## src/hdl/blt_pkg.sv

```systemverilog
package blt_pkg;

	// Field widths
	localparam int OP_W     = 3;
	localparam int PID_W    = 22;
	localparam int OFS_W    = 32;
	localparam int STATUS_W = 2;

	// Default table size
	localparam int TABLE_DEPTH_DEF = 16;

	// Opcodes
	localparam logic [OP_W-1:0] OP_ADD     = 3'd0;
	localparam logic [OP_W-1:0] OP_UNLOCK  = 3'd1;
	localparam logic [OP_W-1:0] OP_HOLDS   = 3'd2;
	localparam logic [OP_W-1:0] OP_RELEASE = 3'd3;
	localparam logic [OP_W-1:0] OP_FIND    = 3'd4;

	// Result status codes
	localparam logic [STATUS_W-1:0] ST_OK       = 2'd0;
	localparam logic [STATUS_W-1:0] ST_CONFLICT = 2'd1;
	localparam logic [STATUS_W-1:0] ST_FULL     = 2'd2;

	// Range end when the length is zero
	localparam logic [OFS_W-1:0] FULL_END = 32'hFFFF_FFFF;

	// One stored lock
	typedef struct packed {
		logic [OFS_W-1:0] start;
		logic [OFS_W-1:0] length;
		logic [PID_W-1:0] owner;
	} entry_t;

	// Controller to datapath
	typedef struct packed {
		logic load;
		logic scan;
		logic finish;
	} blt_cmd_t;

	// Datapath to controller
	typedef struct packed {
		logic scan_done;
	} blt_sts_t;

	// Inclusive end of a range, 33 bits so that it never wraps
	function automatic logic [OFS_W:0] end_of(input logic [OFS_W-1:0] start,
			input logic [OFS_W-1:0] length);
		logic [OFS_W:0] e;
		if (length == '0) begin
			e = {1'b0, FULL_END};
		end else begin
			e = {1'b0, start} + {1'b0, length};
		end
		return e;
	endfunction

endpackage

```

## src/hdl/blt_chan_if.sv

```systemverilog
// Request channel
interface blt_req_if;
	logic                       valid;
	logic                       ready;
	logic [blt_pkg::OP_W-1:0]   opcode;
	logic [blt_pkg::PID_W-1:0]  caller_pid;
	logic [blt_pkg::PID_W-1:0]  owner_pid;
	logic [blt_pkg::OFS_W-1:0]  range_start;
	logic [blt_pkg::OFS_W-1:0]  range_length;
	logic                       other_process;

	modport source(output valid, opcode, caller_pid, owner_pid, range_start, range_length,
		other_process, input ready);
	modport sink(input valid, opcode, caller_pid, owner_pid, range_start, range_length,
		other_process, output ready);
endinterface

// Response channel
interface blt_rsp_if;
	logic                          valid;
	logic                          ready;
	logic [blt_pkg::STATUS_W-1:0]  status;
	logic                          hit;
	logic [blt_pkg::OFS_W-1:0]     match_start;
	logic [blt_pkg::OFS_W-1:0]     match_length;
	logic [blt_pkg::PID_W-1:0]     match_owner;

	modport source(output valid, status, hit, match_start, match_length, match_owner,
		input ready);
	modport sink(input valid, status, hit, match_start, match_length, match_owner,
		output ready);
endinterface

```

## src/hdl/blt_ram.sv

```systemverilog
module blt_ram #(
	parameter int WIDTH = 8,
	parameter int DEPTH = 16
) (
	input  logic                                    clk,
	input  logic                                    we,
	input  logic [((DEPTH > 1) ? $clog2(DEPTH) : 1)-1:0] waddr,
	input  logic [WIDTH-1:0]                        wdata,
	input  logic [((DEPTH > 1) ? $clog2(DEPTH) : 1)-1:0] raddr,
	output logic [WIDTH-1:0]                        rdata
);

	logic [WIDTH-1:0] mem_q [DEPTH];

	// One write port, one registered read port
	always_ff @(posedge clk) begin
		if (we) begin
			mem_q[waddr] <= wdata;
		end
		rdata <= mem_q[raddr];
	end

endmodule

```

## src/hdl/blt_ctrl.sv

```systemverilog
module blt_ctrl (
	input  logic              clk,
	input  logic              arst_n,
	input  logic              in_valid,
	output logic              in_ready,
	output logic              out_valid,
	input  logic              out_ready,
	input  blt_pkg::blt_sts_t sts,
	output blt_pkg::blt_cmd_t cmd
);
	import blt_pkg::*;

	typedef enum logic [2:0] {
		S_IDLE = 3'b001,
		S_SCAN = 3'b010,
		S_DONE = 3'b100
	} state_t;

	state_t state_q, state_d;
	logic   out_valid_q;
	logic   slot_free;

	assign slot_free = !out_valid_q || out_ready;

	// Next state and commands
	always_comb begin
		state_d  = state_q;
		cmd      = '0;
		in_ready = 1'b0;
		unique case (state_q)
			S_IDLE: begin
				in_ready = 1'b1;
				if (in_valid) begin
					cmd.load = 1'b1;
					state_d  = S_SCAN;
				end
			end
			S_SCAN: begin
				cmd.scan = 1'b1;
				if (sts.scan_done) begin
					state_d = S_DONE;
				end
			end
			S_DONE: begin
				if (slot_free) begin
					cmd.finish = 1'b1;
					state_d    = S_IDLE;
				end
			end
			default: begin
				state_d = S_IDLE;
			end
		endcase
	end

	// State and output valid
	always_ff @(posedge clk or negedge arst_n) begin
		if (!arst_n) begin
			state_q     <= S_IDLE;
			out_valid_q <= 1'b0;
		end else begin
			state_q <= state_d;
			if (cmd.finish) begin
				out_valid_q <= 1'b1;
			end else if (out_ready) begin
				out_valid_q <= 1'b0;
			end
		end
	end

	assign out_valid = out_valid_q;

endmodule

```

## src/hdl/blt_dp.sv

```systemverilog
module blt_dp #(
	parameter int DEPTH = blt_pkg::TABLE_DEPTH_DEF
) (
	input  logic                          clk,
	input  logic                          arst_n,
	input  blt_pkg::blt_cmd_t             cmd,
	output blt_pkg::blt_sts_t             sts,
	output logic [$clog2(DEPTH+1)-1:0]    count,
	// request payload
	input  logic [blt_pkg::OP_W-1:0]      opcode,
	input  logic [blt_pkg::PID_W-1:0]     caller_pid,
	input  logic [blt_pkg::PID_W-1:0]     owner_pid,
	input  logic [blt_pkg::OFS_W-1:0]     range_start,
	input  logic [blt_pkg::OFS_W-1:0]     range_length,
	input  logic                          other_process,
	// response payload
	output logic [blt_pkg::STATUS_W-1:0]  status,
	output logic                          hit,
	output logic [blt_pkg::OFS_W-1:0]     match_start,
	output logic [blt_pkg::OFS_W-1:0]     match_length,
	output logic [blt_pkg::PID_W-1:0]     match_owner
);
	import blt_pkg::*;

	localparam int AW      = (DEPTH > 1) ? $clog2(DEPTH) : 1;
	localparam int CW      = $clog2(DEPTH+1);
	localparam int ENTRY_W = $bits(entry_t);

	// Request registers
	logic [OP_W-1:0]  op_q;
	logic [PID_W-1:0] caller_q;
	logic [PID_W-1:0] owner_q;
	logic [OFS_W-1:0] qs_q;
	logic [OFS_W:0]   qe_q;
	logic             other_q;
	entry_t           new_entry_q;

	// Scan state
	logic [CW-1:0] count_q;
	logic [CW-1:0] rd_q;
	logic [CW-1:0] wr_q;
	logic          vld_s1;
	logic          hit_q;
	logic          conflict_q;
	logic          found_q;
	entry_t        match_q;

	// Response registers
	logic [STATUS_W-1:0] status_q;
	logic                hit_out_q;
	entry_t              match_out_q;

	// Table memory
	logic               ram_we;
	logic [AW-1:0]      ram_waddr;
	logic [ENTRY_W-1:0] ram_wdata;
	logic [ENTRY_W-1:0] ram_rdata;
	entry_t             rd_entry;

	logic           issue;
	logic [OFS_W:0] e_start;
	logic [OFS_W:0] e_end;
	logic           ovl;
	logic           same_caller;
	logic           same_owner;
	logic           compact_op;
	logic           remove;
	logic           find_hit;
	logic           holds_hit;
	logic           add_conflict;
	logic           full;
	logic           add_ok;

	assign issue    = cmd.scan && (rd_q < count_q);
	assign rd_entry = ram_rdata;
	assign full     = (count_q == CW'(DEPTH));

	// Overlap test on the entry coming out of memory
	assign e_start     = {1'b0, rd_entry.start};
	assign e_end       = end_of(rd_entry.start, rd_entry.length);
	assign ovl         = ((e_start >= {1'b0, qs_q}) && (e_start <= qe_q)) ||
	                     ((e_end >= {1'b0, qs_q}) && (e_end <= qe_q));
	assign same_caller = (rd_entry.owner == caller_q);
	assign same_owner  = (rd_entry.owner == owner_q);

	// Per-opcode decisions for one entry
	always_comb begin
		compact_op   = 1'b0;
		remove       = 1'b0;
		find_hit     = 1'b0;
		holds_hit    = 1'b0;
		add_conflict = 1'b0;
		unique case (op_q)
			OP_ADD: begin
				add_conflict = ovl && !same_caller;
			end
			OP_UNLOCK: begin
				compact_op = 1'b1;
				remove     = ovl && same_caller;
			end
			OP_HOLDS: begin
				holds_hit = same_owner;
			end
			OP_RELEASE: begin
				compact_op = 1'b1;
				remove     = same_owner;
			end
			OP_FIND: begin
				find_hit = ovl && (other_q ? !same_caller : same_caller);
			end
			default: begin
				compact_op = 1'b0;
			end
		endcase
	end

	assign add_ok = (op_q == OP_ADD) && !conflict_q && !full;

	// Write port: compaction during the scan, append at finish
	always_comb begin
		ram_we    = 1'b0;
		ram_waddr = wr_q[AW-1:0];
		ram_wdata = rd_entry;
		if (vld_s1 && compact_op && !remove) begin
			ram_we = 1'b1;
		end else if (cmd.finish && add_ok) begin
			ram_we    = 1'b1;
			ram_waddr = count_q[AW-1:0];
			ram_wdata = new_entry_q;
		end
	end

	blt_ram #(
		.WIDTH(ENTRY_W),
		.DEPTH(DEPTH)
	) u_table (
		.clk   (clk),
		.we    (ram_we),
		.waddr (ram_waddr),
		.wdata (ram_wdata),
		.raddr (rd_q[AW-1:0]),
		.rdata (ram_rdata)
	);

	// Control registers
	always_ff @(posedge clk or negedge arst_n) begin
		if (!arst_n) begin
			count_q    <= '0;
			rd_q       <= '0;
			wr_q       <= '0;
			vld_s1     <= 1'b0;
			hit_q      <= 1'b0;
			conflict_q <= 1'b0;
			found_q    <= 1'b0;
		end else begin
			vld_s1 <= issue;
			if (cmd.load) begin
				rd_q       <= '0;
				wr_q       <= '0;
				hit_q      <= 1'b0;
				conflict_q <= 1'b0;
				found_q    <= 1'b0;
			end else begin
				if (issue) begin
					rd_q <= rd_q + 1'b1;
				end
				if (vld_s1) begin
					if (compact_op && !remove) begin
						wr_q <= wr_q + 1'b1;
					end
					// release-all removes entries but reports no hit
					if (((op_q == OP_UNLOCK) && remove) || holds_hit || find_hit) begin
						hit_q <= 1'b1;
					end
					if (add_conflict) begin
						conflict_q <= 1'b1;
					end
					if (find_hit) begin
						found_q <= 1'b1;
					end
				end
			end
			// Commit the new entry count
			if (cmd.finish) begin
				if (add_ok) begin
					count_q <= count_q + 1'b1;
				end else if (compact_op) begin
					count_q <= wr_q;
				end
			end
		end
	end

	// Payload registers
	always_ff @(posedge clk) begin
		if (cmd.load) begin
			op_q               <= opcode;
			caller_q           <= caller_pid;
			owner_q            <= owner_pid;
			other_q            <= other_process;
			qs_q               <= range_start;
			qe_q               <= end_of(range_start, range_length);
			new_entry_q.start  <= range_start;
			new_entry_q.length <= range_length;
			new_entry_q.owner  <= owner_pid;
			match_q            <= '0;
		end else if (vld_s1 && find_hit && !found_q) begin
			match_q <= rd_entry;
		end
		if (cmd.finish) begin
			if (op_q == OP_ADD) begin
				status_q <= conflict_q ? ST_CONFLICT : (full ? ST_FULL : ST_OK);
			end else begin
				status_q <= ST_OK;
			end
			hit_out_q   <= hit_q;
			match_out_q <= match_q;
		end
	end

	assign sts.scan_done = (rd_q == count_q) && !vld_s1;
	assign count         = count_q;
	assign status        = status_q;
	assign hit           = hit_out_q;
	assign match_start   = match_out_q.start;
	assign match_length  = match_out_q.length;
	assign match_owner   = match_out_q.owner;

endmodule

```

## src/hdl/byte_range_lock_table_unit.sv

```systemverilog
// Byte-range lock table: keeps up to TABLE_DEPTH locks (start, length, owner) in
// insertion order and serves add, unlock, holds-lock test, release-all and
// find-first requests, one at a time, with exactly one response per request.
// Every request walks the stored entries through the single read port of the
// table memory, one entry per cycle, compacting the table in the same pass when
// entries are removed. A response still waiting to be taken holds the next one
// back until it is taken. A length of zero means the range runs to 0xFFFFFFFF;
// for add, unlock and find, an entry matches when its start or its end lies
// within the request range.
module byte_range_lock_table_unit #(
	parameter int TABLE_DEPTH = blt_pkg::TABLE_DEPTH_DEF
) (
	input logic    clk,
	input logic    arst_n,
	blt_req_if.sink   req,
	blt_rsp_if.source rsp
);
	import blt_pkg::*;

	localparam int CW = $clog2(TABLE_DEPTH+1);

	blt_cmd_t      cmd;
	blt_sts_t      sts;
	logic [CW-1:0] count;

	// Sequencer
	blt_ctrl u_ctrl (
		.clk       (clk),
		.arst_n    (arst_n),
		.in_valid  (req.valid),
		.in_ready  (req.ready),
		.out_valid (rsp.valid),
		.out_ready (rsp.ready),
		.sts       (sts),
		.cmd       (cmd)
	);

	// Table and compare logic
	blt_dp #(
		.DEPTH(TABLE_DEPTH)
	) u_dp (
		.clk           (clk),
		.arst_n        (arst_n),
		.cmd           (cmd),
		.sts           (sts),
		.count         (count),
		.opcode        (req.opcode),
		.caller_pid    (req.caller_pid),
		.owner_pid     (req.owner_pid),
		.range_start   (req.range_start),
		.range_length  (req.range_length),
		.other_process (req.other_process),
		.status        (rsp.status),
		.hit           (rsp.hit),
		.match_start   (rsp.match_start),
		.match_length  (rsp.match_length),
		.match_owner   (rsp.match_owner)
	);

	// Entry count never exceeds the table size
	a_count_range: assert property (@(posedge clk) disable iff (!arst_n)
		count <= CW'(TABLE_DEPTH))
		else $error("entry count beyond table size");

	// Table size changes only when a transaction is committed
	a_count_commit: assert property (@(posedge clk) disable iff (!arst_n)
		!cmd.finish |=> $stable(count))
		else $error("entry count changed outside commit");

	// One transaction at a time: busy right after acceptance
	a_busy: assert property (@(posedge clk) disable iff (!arst_n)
		(req.valid && req.ready) |=> !req.ready)
		else $error("request accepted while busy");

	// Refused adds carry no hit and no match
	a_refused: assert property (@(posedge clk) disable iff (!arst_n)
		(rsp.valid && (rsp.status == ST_CONFLICT || rsp.status == ST_FULL)) |->
		(!rsp.hit && rsp.match_start == '0 && rsp.match_owner == '0))
		else $error("refused add reports a match");

endmodule

```

## src/flat_wrapper.sv

```systemverilog
// flat-port wrapper written by rule: the top's interface ports become plain ports
module byte_range_lock_table_unit_flat import blt_pkg::*;
#(
	parameter int TABLE_DEPTH = blt_pkg::TABLE_DEPTH_DEF
)
  (clk, arst_n, req_valid, req_opcode, req_caller_pid, req_owner_pid, req_range_start, req_range_length, req_other_process, req_ready, rsp_valid, rsp_status, rsp_hit, rsp_match_start, rsp_match_length, rsp_match_owner, rsp_ready);
  blt_req_if req_i ();
  blt_rsp_if rsp_i ();
  input logic clk;
  input logic arst_n;
  input wire logic [$bits(req_i.valid)-1:0] req_valid;
  input wire logic [$bits(req_i.opcode)-1:0] req_opcode;
  input wire logic [$bits(req_i.caller_pid)-1:0] req_caller_pid;
  input wire logic [$bits(req_i.owner_pid)-1:0] req_owner_pid;
  input wire logic [$bits(req_i.range_start)-1:0] req_range_start;
  input wire logic [$bits(req_i.range_length)-1:0] req_range_length;
  input wire logic [$bits(req_i.other_process)-1:0] req_other_process;
  output wire logic [$bits(req_i.ready)-1:0] req_ready;
  output wire logic [$bits(rsp_i.valid)-1:0] rsp_valid;
  output wire logic [$bits(rsp_i.status)-1:0] rsp_status;
  output wire logic [$bits(rsp_i.hit)-1:0] rsp_hit;
  output wire logic [$bits(rsp_i.match_start)-1:0] rsp_match_start;
  output wire logic [$bits(rsp_i.match_length)-1:0] rsp_match_length;
  output wire logic [$bits(rsp_i.match_owner)-1:0] rsp_match_owner;
  input wire logic [$bits(rsp_i.ready)-1:0] rsp_ready;
  assign req_i.valid = req_valid;
  assign req_i.opcode = req_opcode;
  assign req_i.caller_pid = req_caller_pid;
  assign req_i.owner_pid = req_owner_pid;
  assign req_i.range_start = req_range_start;
  assign req_i.range_length = req_range_length;
  assign req_i.other_process = req_other_process;
  assign req_ready = req_i.ready;
  assign rsp_valid = rsp_i.valid;
  assign rsp_status = rsp_i.status;
  assign rsp_hit = rsp_i.hit;
  assign rsp_match_start = rsp_i.match_start;
  assign rsp_match_length = rsp_i.match_length;
  assign rsp_match_owner = rsp_i.match_owner;
  assign rsp_i.ready = rsp_ready;
  byte_range_lock_table_unit #(.TABLE_DEPTH(TABLE_DEPTH)) u_core (.clk(clk), .arst_n(arst_n), .req(req_i), .rsp(rsp_i));
endmodule
```

## config.mk

```make
export PLATFORM = sky130hd
export DESIGN_NAME = byte_range_lock_table_unit_flat
export DESIGN_NICKNAME = d
export VERILOG_FILES = /design/src/hdl/blt_pkg.sv /design/src/hdl/blt_chan_if.sv /design/src/hdl/blt_ram.sv /design/src/hdl/blt_ctrl.sv /design/src/hdl/blt_dp.sv /design/src/hdl/byte_range_lock_table_unit.sv /design/src/flat_wrapper.sv
export SDC_FILE = /design/constraint.sdc
export NUM_CORES = 2
export LEC_CHECK = 0
export ABC_AREA = 1
export BUFFER_PORTS_ARGS = -buffer_cell sky130_fd_sc_hd__buf_2
export CAP_MARGIN = 20
export CORE_AREA = 2 2 504 506
export DETAILED_ROUTE_END_ITERATION = 7
export DIE_AREA = 0 0 506 508
export RECOVER_POWER = 100
export SYNTH_ARGS = -nofsm -noshare
export SYNTH_HDL_FRONTEND = slang
export SYNTH_SLANG_ARGS = --single-unit
```

## constraint.sdc

```tcl
create_clock -name clk -period 11.5 [get_ports clk]
set_input_delay 1.15 -clock clk [delete_from_list [all_inputs] [get_ports clk]]
set_output_delay 1.15 -clock clk [all_outputs]
set_load 0.005 [all_outputs]
```

==> results.cfg <==
[timing]
finalSetupViolations = 0
finClkSkew_ns = 0.0569
fin_crit_sh_pct = 77.2
fmax_mhz = 113
timing.final.hold_violations = 0
worst_slack_ns = 2.63
slew_violations = 869
tightestPinTransition_ns = 4.44
min_period_ns = 8.87
relSlewSlack_pct = -196
tns_ns = 0
rsz0062_at_grt = no

[logic_synthesis]
synth_edf_count = 1610
syn_area_um2 = 75000
synth_seq_cells = 1805
yosys.area_share.simple_pct = 11.2
syn_nets = 6401
syn_area_per_cell_um2 = 12.3
synthAdderAreaFrac_pct = 3.42
synth_top_area_share_pct = 64.4
yosysTopAreaCell = edfxtp_1
synth_warnings = 0
muxShareOfSynthArea_pct = 1.81
async_flop_share_pct = 1.27
synthTopCellsByArea = edfxtp_1 64%, nor2_1 5.5%, dfxtp_1 4.6%
synth_top_family_by_area = simple AND/OR/NAND/NOR gates
yosys.area_share.xor_xnor_pct = 0.479
synth_cell_type_count = 52
synth_compound_area_share_pct = 9.86
seq_area_frac_synth_pct = 69.8
synthFlopType = edfxtp_1
synth_cells = 6081

[global_routing]
grtUsageMet1_pct = 21.2
grt_pass1_wl_um = 324000
met2_usage_pct = 29.0
grt_pass1_vias = 47492
grt_usage_pct = 16.8
antenna_found_initial = 6
grt_max_degree = 234
globalRouteOverflowTotal = 0
busiest_layer = met2
grt_use_met3_pct = 2.06

[critical_path]
cp-startpoint = u_core.u_dp.rd_q[0]
crit_arrival_ns = 9.62
critPathMaxFanout = 68
rr_worst_depth = 6
path_class = reg -> reg
end_kind = flip-flop
rr_startpoint = u_core.u_dp.rd_q[0]
r2r_slack_ns = 2.63
required_ns = 12.25
startpoint_type = flip-flop

[routing]
drt-initial-drc-count = 5256
dr.pass1.iters = 5
wl_um = 224000
ant_nets = 0
wl_per_cell_um = 22.8
vias = 49416
drc = 0
viasPerCell = 5.04

[layout]
fill_cells = 24797
layout.nets = 6604
syn_to_final_growth_pct = 14.4
layout-drive-gt1-share_pct = 6.61

[pwr]
irDropWorstVdd_uv = 218
p_leak_nw = 29.6
power.internal_mw = 14.3
p_sw_share_pct = 37.9
pwr-share-clk_pct = 25.6
power_density_nw_per_um2 = 269
totalPowerFinal_mw = 23.0
power_frac_seq_pct = 39.8
switchingPower_mw = 8.74
power_frac_comb_pct = 34.5

[clock_network]
cts_buffers = 181
clk_path_buf_depth = 3
postCtsSetupRepairBufs = 0
holdBufCountCts = 0
clkTransAtPathRegs_ns = 0.06
cts-resized-gates = 0
numClockSinks = 1805
insertion_delay_ns = 0.86
cts_tree = done
root_buffer = clkbuf_16
cts_max_level = 4

[worst_hold_path]
min_from = u_core.u_dp.match_q[22]
hold_path_depth = 0
hold_class = reg -> reg

[placement]
hpwl_um = 141000
dp_slack_ns = 4.17
place_congestion = 0.912
port_buffers = 206

[floorplanning]
start_util_pct = 29.7
die_x_um = 506
die_h_um = 508
ios = 207
fp-row-count = 185
coreArea_um2 = 252000
fp.dieArea_um2 = 257000

[outcome]
status = finished, violations left
violations = capacitance limit, slew limit

[job]
maxCapViolations = 20
-- path summary, 6_finish.rpt --
kind,to
setup / recovery,u_core.u_dp.u_table.rdata[0]
hold / removal,u_core.u_dp.match_length[0]
setup reg to reg,u_core.u_dp.u_table.rdata[0]
hold reg to reg,u_core.u_dp.match_length[0]
max in group asynchronous,u_core.u_dp.rd_q[1]
min in group asynchronous,u_core.u_dp.wr_q[1]
-- power by group through the flow --
| stage | sequential (mW) | clock (mW) | combinational [mW] |
|---|---|---|---|
| 2_1_floorplan | 9.10 | 0 | 5.05 |
| 3_3_place_gp | 9.26 | 0 | 7.94 |
| 3_5_place_dp | 9.27 | 0 | 8.02 |
| 4_1_cts | 9.15 | 6.00 | 8.05 |
| 5_1_grt | 9.24 | 6.25 | 8.79 |
| 6_report | 9.18 | 5.91 | 7.95 |
-- critical path: stages, from the launching register on --
cell and delay (ns):
dfrtp_1 2.24, clkbuf_1 2.87, clkbuf_1 2.32, nor2_1 0.14
o32ai_1 0.67, o211ai_1 0.28, nand3_1 0.21
-- layout by cell type, fill, tap and decap left out, drive strengths merged, types with 14 or more instances in the layout --
master | Yosys | routed
a21o | 17 | 17
a21oi | 208 | 208
buf | 63 | 104
bufinv | 0 | 14
clkbuf | 261 | 473
clkinv | 1 | 82
dfrtp | 22 | 22
dfxtp | 172 | 172
edfxtp | 1610 | 1610
ha | 202 | 202
inv | 334 | 338
mux2i | 136 | 136
nand2 | 568 | 568
nand3 | 296 | 296
nand4 | 33 | 33
nor2 | 1093 | 1093
nor3 | 20 | 20
nor4 | 25 | 25
o211ai | 44 | 44
o21ai | 513 | 513
o221ai | 138 | 138
o32ai | 208 | 208
or2 | 24 | 24
xnor2 | 19 | 19
xor2 | 22 | 22
-- synth_stat cells, drive strengths merged, types with 22 or more instances --
master and count:
a21oi 208, buf 63, clkbuf 261, dfrtp 22
dfxtp 172, edfxtp 1610, ha 202, inv 334
mux2i 136, nand2 568, nand3 296, nand4 33
nor2 1093, nor4 25, o211ai 44, o21ai 513
o221ai 138, o32ai 208, or2 24, xor2 22
-- cells by family after synthesis --
logic type                 count (synthesis)
xor gates and xnor gates                  41
adders and majority gates                204
AOI/OAI and AO/OA                       1168
and+or+nand+nor                         2068
DFF                                     1805
muxes                                    136
buffers and inverters                    659
-- per-stage QoR --
step / area [um2] / cells / utilization, % / hold slack [ns]
3_3_place_gp: 80200 / 9448 / 31.8 / 0.415
4_1_cts: 86200 / 9793 / 34.2 / 0.260
3_5_place_dp: 80300 / 9452 / 31.8 / 0.415
5_1_grt: 85800 / 9809 / 34.0 / 0.434
2_1_floorplan: 75000 / 6081 / - / 0.409
6_report: 85800 / 9809 / 34.0 / 0.431
-- flip-flops by register name, summed over array words and instances (netlist names) --
register	flops
u_core.u_dp.vld_s1	1
u_core.u_dp.qe_q	33
u_core.u_dp.rd_q	5
u_core.u_ctrl.state_q	3
u_core.u_dp.op_q	3
u_core.u_dp.u_table.rdata	86
u_core.u_dp.hit_q	1
u_core.u_dp.match_owner	22
u_core.u_dp.new_entry_q	86
u_core.u_dp.match_length	32
u_core.u_dp.wr_q	5
u_core.u_dp.other_q	1
u_core.u_dp.match_start	32
u_core.u_dp.count	5
u_core.u_dp.status	2
u_core.u_dp.conflict_q	1
u_core.u_dp.u_table.mem_q	1376
u_core.u_dp.hit	1
u_core.u_ctrl.out_valid	1
u_core.u_dp.caller_q	22
u_core.u_dp.found_q	1
u_core.u_dp.match_q	86
-- per-layer routing --
| metal | wire, um | up-vias |
|---|---|---|
| met4 | 10100 | 4 |
| met2 | 111000 | 1685 |
| li1 | - | 22634 |
| met1 | 90500 | 24740 |
| met3 | 12200 | 353 |
| met5 | 27 | - |
-- cell type report --
type                    count  area [um2]  area share, %
flip-flops and latches   1805       52400           61.0
well taps                3366        4210           4.91
clock buffers             233        4860           5.66
repair buffers            344        1730           2.01
inverters                 335        1270           1.48
diodes                      1        2.50        0.00292
clock inverters           108        1120           1.31
multi-input cells        3617       20200           23.6
(Power assumes the default switching activity.)
